### src/rtl/bms_pkg.sv
// ----------------------------------------------------------------------------
// bms_pkg
// Shared constants and types for the batch median selector.
// ----------------------------------------------------------------------------
`timescale 1ns / 1ps

package bms_pkg;

  // Number of samples one batch can hold (1 to 31).
  localparam int CAPACITY = 16;
  // Width of the fill count, which must hold CAPACITY itself.
  localparam int FILL_W   = $clog2(CAPACITY + 1);
  localparam int SAMPLE_W = 32;
  localparam int COUNT_W  = 5;

  typedef enum logic [1:0] {
    ST_IDLE  = 2'b01,
    ST_SHIFT = 2'b10
  } state_t;

  // Commands from the controller to the datapath.
  typedef struct packed {
    logic accept;  // an input word is taken this cycle
    logic shift;   // move the cell row down by one place
    logic load;    // load the result register and start a new batch
  } cmd_t;

  // Status from the datapath to the controller.
  typedef struct packed {
    logic              room;  // the row can take another sample
    logic [FILL_W-1:0] fill;  // samples held in the current batch
  } status_t;

endpackage

### src/rtl/bms_ctrl.sv
// ----------------------------------------------------------------------------
// bms_ctrl
// Controller: input and output handshakes, drain sequencing.
// ----------------------------------------------------------------------------
`timescale 1ns / 1ps

module bms_ctrl
  import bms_pkg::*;
(
  input  logic    clk,
  input  logic    rst,
  input  logic    in_valid,
  output logic    in_ready,
  input  logic    last_sample,
  output logic    out_valid,
  input  logic    out_ready,
  input  status_t status,
  output cmd_t    cmd
);

  state_t            state;
  state_t            state_next;
  logic [FILL_W-1:0] shift_left;
  logic [FILL_W-1:0] shift_left_next;
  logic [FILL_W-1:0] batch_size;
  logic              out_free;

  assign in_ready   = (state == ST_IDLE);
  assign out_free   = !out_valid || out_ready;
  // Size of the batch once the current word is in; never zero.
  assign batch_size = status.fill + FILL_W'(status.room);

  always_comb begin
    state_next      = state;
    shift_left_next = shift_left;
    cmd             = '0;
    case (state)
      ST_IDLE: begin
        cmd.accept = in_valid;
        if (in_valid && last_sample) begin
          // The lower middle sample lies (n-1)/2 places up the row.
          shift_left_next = (batch_size - FILL_W'(1)) >> 1;
          state_next      = ST_SHIFT;
        end
      end
      ST_SHIFT: begin
        if (shift_left != '0) begin
          cmd.shift       = 1'b1;
          shift_left_next = shift_left - FILL_W'(1);
        end else if (out_free) begin
          cmd.load   = 1'b1;
          state_next = ST_IDLE;
        end
      end
      default: begin
        state_next = ST_IDLE;
      end
    endcase
  end

  always_ff @(posedge clk) begin
    if (rst) begin
      state      <= ST_IDLE;
      shift_left <= '0;
      out_valid  <= 1'b0;
    end else begin
      state      <= state_next;
      shift_left <= shift_left_next;
      if (cmd.load) begin
        out_valid <= 1'b1;
      end else if (out_ready) begin
        out_valid <= 1'b0;
      end
    end
  end

endmodule

### src/rtl/bms_datapath.sv
// ----------------------------------------------------------------------------
// bms_datapath
// Sorted cell row, fill and drop tracking, median arithmetic.
// ----------------------------------------------------------------------------
`timescale 1ns / 1ps

module bms_datapath
  import bms_pkg::*;
(
  input  logic                       clk,
  input  logic                       rst,
  input  cmd_t                       cmd,
  input  logic signed [SAMPLE_W-1:0] sample,
  output status_t                    status,
  output logic signed [SAMPLE_W-1:0] median,
  output logic [COUNT_W-1:0]         used_count,
  output logic                       overflowed
);

  logic signed [SAMPLE_W-1:0] cells [CAPACITY];
  logic [CAPACITY-1:0]        gt;
  logic [CAPACITY-1:0]        ins;
  logic [FILL_W-1:0]          fill;
  logic                       drop_seen;
  logic                       room;
  logic                       insert;
  logic signed [SAMPLE_W-1:0] upper;
  logic signed [SAMPLE_W:0]   pair_sum;
  logic signed [SAMPLE_W:0]   pair_adj;
  logic signed [SAMPLE_W-1:0] median_next;

  assign room        = (fill < FILL_W'(CAPACITY));
  assign insert      = cmd.accept && room;
  assign status.room = room;
  assign status.fill = fill;

  genvar i;
  generate
    for (i = 0; i < CAPACITY; i++) begin : g_cell
      logic signed [SAMPLE_W-1:0] cell_in;

      // A held cell above the new sample moves up; the sample takes the lowest such cell or the first free one.
      assign gt[i]  = (FILL_W'(i) < fill) && (cells[i] > sample);
      assign ins[i] = gt[i] || (FILL_W'(i) == fill);

      if (i == 0) begin : g_first
        assign cell_in = sample;
      end else begin : g_rest
        assign cell_in = gt[i-1] ? cells[i-1] : sample;
      end

      if (i == CAPACITY - 1) begin : g_top
        always_ff @(posedge clk) begin
          if (insert && ins[i]) begin
            cells[i] <= cell_in;
          end
        end
      end else begin : g_mid
        always_ff @(posedge clk) begin
          if (insert && ins[i]) begin
            cells[i] <= cell_in;
          end else if (cmd.shift) begin
            cells[i] <= cells[i+1];
          end
        end
      end
    end

    if (CAPACITY > 1) begin : g_pair
      assign upper = fill[0] ? cells[0] : cells[1];
    end else begin : g_single
      assign upper = cells[0];
    end
  endgenerate

  // Sum of the middle pair, halved toward zero.
  assign pair_sum    = {cells[0][SAMPLE_W-1], cells[0]} + {upper[SAMPLE_W-1], upper};
  assign pair_adj    = pair_sum + (SAMPLE_W+1)'(pair_sum[SAMPLE_W]);
  assign median_next = pair_adj[SAMPLE_W:1];

  always_ff @(posedge clk) begin
    if (rst) begin
      fill      <= '0;
      drop_seen <= 1'b0;
    end else if (cmd.load) begin
      fill      <= '0;
      drop_seen <= 1'b0;
    end else if (cmd.accept) begin
      if (room) begin
        fill <= fill + FILL_W'(1);
      end else begin
        drop_seen <= 1'b1;
      end
    end
  end

  always_ff @(posedge clk) begin
    if (cmd.load) begin
      median     <= median_next;
      used_count <= COUNT_W'(fill);
      overflowed <= drop_seen;
    end
  end

endmodule

### src/rtl/batch_median_select.sv
// ----------------------------------------------------------------------------
// batch_median_select
// Median of a batch of signed samples, kept sorted in a row of cells.
// ----------------------------------------------------------------------------
//
//   channel  | handshake            | payload
//   ---------+----------------------+----------------------------------------
//   input    | in_valid / in_ready  | sample, last_sample
//   output   | out_valid / out_ready| median, used_count, overflowed
//
// A word without the last mark is taken at once: the row inserts it in
// order. For a batch of n, a marked word starts a drain: the row moves down
// (n-1)/2 places until the middle pair sits in its two lowest cells, then
// the result register loads. in_ready is low during the drain.
// The result register holds a word while the next batch fills; a new
// marked word waits at the load step only while that word is still unread.
// Reset is synchronous and empties the batch; cell contents are not cleared.
//
`timescale 1ns / 1ps

module batch_median_select
  import bms_pkg::*;
(
  input  logic                       clk,
  input  logic                       rst,
  input  logic                       in_valid,
  output logic                       in_ready,
  input  logic signed [SAMPLE_W-1:0] sample,
  input  logic                       last_sample,
  output logic                       out_valid,
  input  logic                       out_ready,
  output logic signed [SAMPLE_W-1:0] median,
  output logic [COUNT_W-1:0]         used_count,
  output logic                       overflowed
);

  // Command and status between the controller and the datapath.
  cmd_t    cmd;
  status_t status;

  // The controller owns both handshakes and counts the drain steps.
  bms_ctrl u_ctrl (
    .clk         (clk),
    .rst         (rst),
    .in_valid    (in_valid),
    .in_ready    (in_ready),
    .last_sample (last_sample),
    .out_valid   (out_valid),
    .out_ready   (out_ready),
    .status      (status),
    .cmd         (cmd)
  );

  // The datapath holds the sorted row and the result register.
  bms_datapath u_dp (
    .clk        (clk),
    .rst        (rst),
    .cmd        (cmd),
    .sample     (sample),
    .status     (status),
    .median     (median),
    .used_count (used_count),
    .overflowed (overflowed)
  );

endmodule

### config.mk
export PLATFORM = sky130hd
export DESIGN_NAME = batch_median_select
export DESIGN_NICKNAME = d
export VERILOG_FILES = /design/src/rtl/bms_pkg.sv /design/src/rtl/bms_ctrl.sv /design/src/rtl/bms_datapath.sv /design/src/rtl/batch_median_select.sv
export SDC_FILE = /design/constraint.sdc
export NUM_CORES = 2
export LEC_CHECK = 0
export ABC_AREA = 1
export BUFFER_PORTS_ARGS = -buffer_cell sky130_fd_sc_hd__buf_2
export CORE_MARGIN = 5
export CORE_UTILIZATION = 53
export CTS_BUF_LIST = sky130_fd_sc_hd__clkbuf_4
export CTS_CLUSTER_SIZE = 25
export DETAILED_ROUTE_END_ITERATION = 16
export GPL_TIMING_DRIVEN = 0
export HOLD_SLACK_MARGIN = 0.03
export MAX_ROUTING_LAYER = met4
export PLACE_DENSITY = 0.72
export RECOVER_POWER = 50
export SYNTH_ARGS = -nofsm -noshare
export SYNTH_HDL_FRONTEND = slang
export SYNTH_SLANG_ARGS = --single-unit
### constraint.sdc
create_clock -name clk -period 5.1 [get_ports clk]
set_input_delay 0.255 -clock clk [delete_from_list [all_inputs] [get_ports clk]]
set_output_delay 0.255 -clock clk [all_outputs]
set_load 0.005 [all_outputs]
==> impl_table.tex <==
\begin{tabular}{lr}
\hline
Metric & Value \\
\hline
\multicolumn{2}{l}{\textbf{Global route}} \\
Remaining Overflow, GRT & 0 \\
Vias in the first global route & 44,813 \\
Initial antenna violation count & 9 \\
Total track usage & 34.1\% \\
Pin count of the biggest net entering global routing & 34 \\
Wire length of the first global-routing pass & 243 mm \\
\multicolumn{2}{l}{\textbf{Pwr}} \\
Switching Fraction & 43.9\% \\
Power per cell area & 381 nW/um\^{}2 \\
Overall power & 19,400 uW \\
Leakage & 0.0248 uW \\
Internal & 10,900 uW \\
Share of power burned in the clock network & 23.6\% \\
Relative contribution of combinational cells to total power & 43.3\% \\
Psw & 8510 uW \\
Worst IR drop on VDD & 0.307 mV \\
Sequential cell fraction of total power & 33.1\% \\
\multicolumn{2}{l}{\textbf{Setup path}} \\
Path type of the worst setup path & in -> reg \\
Worst reg2reg path depth & 27 \\
Critical path peak fanout & 32 \\
Data arrival time of the critical path & 5770 ps \\
Required time of the worst setup path & 5840 ps \\
Startpoint class of the critical path & input pin \\
Crit path capture type & register \\
\multicolumn{2}{l}{\textbf{Timing}} \\
Final max-slew violation count & 34 \\
\# setup viols final & 0 \\
Maximum achievable frequency & 0.199 GHz \\
Relative slew slack & -30.5\% \\
Setup repair after global routing missed its margin & false \\
Post-route worst setup slack & 70.4 ps \\
Post-route clock period utilization & 98.6\% \\
Number of hold violations in the final report & 0 \\
Final clock skew & 87.7 ps \\
Slew of the pin with the lowest slew margin & 1960 ps \\
Period minus WS final & 5030 ps \\
\multicolumn{2}{l}{\textbf{Final layout}} \\
Highest-count cells in the layout ignoring fill and taps & nand2\_1 (2,441), nand3\_1 (832), edfxtp\_1 (550), ha\_1 (521), inv\_1 (481) \\
Leading cell type in the layout, fill and taps excluded & nand2\_1 \\
Sequential cell area & 16,800 um\^{}2 \\
Layout cells sized above 1 & 7.39\% \\
Total area of multi-input combinational cells & 26,200 um\^{}2 \\
Synth-to-Final Area Change & 9.38\% \\
Net count reported at finish & 7,248 \\
Number of filler cells placed in the layout & 8,301 \\
Non-filler instance count after layout & 7,973 \\
\multicolumn{2}{l}{\textbf{Die}} \\
Die height & 306 um \\
Total number of placement rows & 108 \\
Area enclosed by the die boundary & 93,800 um\^{}2 \\
Ports & 77 \\
Die width & 306 um \\
Placeable core region & 86,900 um\^{}2 \\
Starting density of the core & 53.5\% \\
\multicolumn{2}{l}{\textbf{Clock network}} \\
Clock-pin slew of the registers on the worst-case setup and hold paths & 60 ps \\
CTS tree & built \\
Root buffer selected by CTS & clkbuf\_4 \\
Htree depth & 4 \\
Maximum clock insertion buffer count & 3 \\
Total clock buffers created by CTS & 167 \\
Total number of clock tree sinks & 564 \\
Insertion delay to the later sink of the worst-skew pair & 1140 ps \\
\multicolumn{2}{l}{\textbf{Worst hold path}} \\
Worst Hold Class & in -> reg \\
Cell count of the worst hold path & 6 \\
\multicolumn{2}{l}{\textbf{Drt}} \\
\# DRC & 0 \\
Number of detailed-route iterations in the first pass & 8 \\
Routed via count divided by cell count & 5.66 \\
Wire length after detailed routing & 160 mm \\
Number of nets still failing antenna checks after routing & 0 \\
Average wire per cell in the routed design & 20.1 um \\
Detailed-route via count & 45,112 \\
1st-iter DRT viols & 3,990 \\
\multicolumn{2}{l}{\textbf{Synthesis}} \\
Primary flip-flop cell chosen by synthesis mapping & edfxtp\_1 \\
Synthesized area per cell & 7.27 um\^{}2 \\
Yosys warning total & 0 \\
Share of the synthesized area in the top cell type & 35.5\% \\
Gate count after technology mapping & 6,398 \\
Number of enable-type register cells in the synthesized netlist & 550 \\
Post-synthesis sequential element count & 564 \\
Number of distinct library cells after synthesis & 45 \\
Area contributors post-synth & edfxtp\_1 (36\%), nand2\_1 (20\%), ha\_1 (14\%), nand3\_1 (8.9\%), inv\_1 (3.9\%) \\
Library cell occupying the most area in the post-synthesis netlist & edfxtp\_1 \\
Share of the yosys chip area belonging to registers & 36.1\% \\
Number of nets in the synthesized netlist & 6,957 \\
Proportion of register bits with asynchronous set or reset after synthesis & 0\% \\
Cell area after technology mapping & 46,500 um\^{}2 \\
\multicolumn{2}{l}{\textbf{Placement}} \\
Input/output buffers & 45 \\
Cell count after placement & 7,603 \\
Half-perimeter wire length of the detailed placement result & 130 mm \\
Routability-driven placement congestion ratio & 1.01 \\
Setup WS pre-CTS & -1450 ps \\
\multicolumn{2}{l}{\textbf{Run}} \\
Max-Cap Viols & 1 \\
\multicolumn{2}{l}{\textbf{Outcome}} \\
Status & finished with violations \\
Violated checks & max-capacitance violations, max-slew violations \\
\hline
\end{tabular}
## final cells by class
type | count | share of cell area (%)
Multi-Input combinational cell | 4991 | 51.5
Sequential cell | 564 | 33.0
Inverter | 497 | 3.68
Clock buffer | 246 | 3.63
Buffer | 346 | 2.90
Tap cell | 1155 | 2.84
Timing Repair Buffer | 122 | 1.83
Clock inverter | 40 | 0.551
Antenna cell | 12 | 0.0590
## path summary, 6_finish.rpt
kind / end / start / slack, ps
max reg2reg: u_dp.median[23] / u_dp.fill[0] / 280
max: u_dp.cells[1][39] / sample[2] / 70
min: u_dp.cells[1][32] / sample[0] / 120
min reg2reg: u_dp.used_count[4] / u_dp.fill[4] / 430
## critical path: stages
cell	delay, ps
dlygate4sd3_1	580
clkbuf_1	510
clkbuf_1	620
inv_1	620
ha_1	490
nand2_1	70
o21ai_0	210
nand2_1	70
nand3_1	210
nand2_1	130
nand2_1	100
nand2_1	50
nand2_1	230
nand2_1	290
nand2_1	140
nand2_1	230
buf_2	300
nand2_2	610
## power by group through the flow
stage | Sequential (uW) | Combinational, uW | Clock (uW)
finish | 6420 | 8400 | 4570
global route | 6460 | 9400 | 4870
CTS | 6410 | 8340 | 4610
detailed placement | 6510 | 8240 | 0
global placement | 6500 | 8050 | 0
floorplan | 6360 | 5920 | 0
## stage by stage
stage               hold WS, ps  util [%]  setup TNS, ps  cell area (um^2)
CTS                        33.6      58.7              0             51000
finish                      121      58.6              0             50900
floorplan                   324         -              0             46500
global route                145      58.5              0             50900
global placement            416      55.5        -601300             48200
detailed placement          415      55.5        -593740             48300
## state kept, by name (all words and copies together), names as in the netlist
register	flops
u_dp.cells	512
u_dp.median	32
u_ctrl.shift_left	5
u_dp.fill	5
u_dp.used_count	5
u_ctrl.state	2
u_ctrl.out_valid	1
u_dp.drop_seen	1
u_dp.overflowed	1
## what timing repair did
item | CTS | global route
gates resized for setup | 4 | 9
hold buffers | 65 | 0
hold endpoints to repair | 260 | 0
setup endpoints to repair | 47 | 86
setup buffers | 0 | 6
## Yosys cell counts (all sizes together), types with 14 or more instances
cell type and n:
nand2 2487, inv 496, dfxtp 14, nor4 14, a21oi 311, edfxtp 550
o21ai 337, nand4 96, ha 521, xor2 26, nand3 837, nor3 35
buf 157, clkbuf 189, nor2 253
## cell families (layout without fill, tap and decap cells)
group | count (synthesis) | count (layout) | synth area share (%)
adder cells (fa/ha/maj) | 522 | 522 | 14.1
AO/OA/AOI/OAI | 693 | 693 | 7.67
XOR/XNOR | 32 | 32 | 0.635
flip-flops | 564 | 564 | 36.1
other | 0 | 12 | 0
buffers and inverters | 843 | 1251 | 7.41
AND/OR/NAND/NOR | 3744 | 3744 | 34.1
## layer usage
metal | global-route usage (%) | wire length [um] | vias up
met2 | 57.6 | 77100 | 1936
met3 | 4.57 | 11500 | 549
li1 | - | - | 22167
met5 | - | 0 | -
met4 | 22.7 | 11800 | 0
met1 | 37.9 | 59500 | 20460
Power figures use the tool's default switching activity.
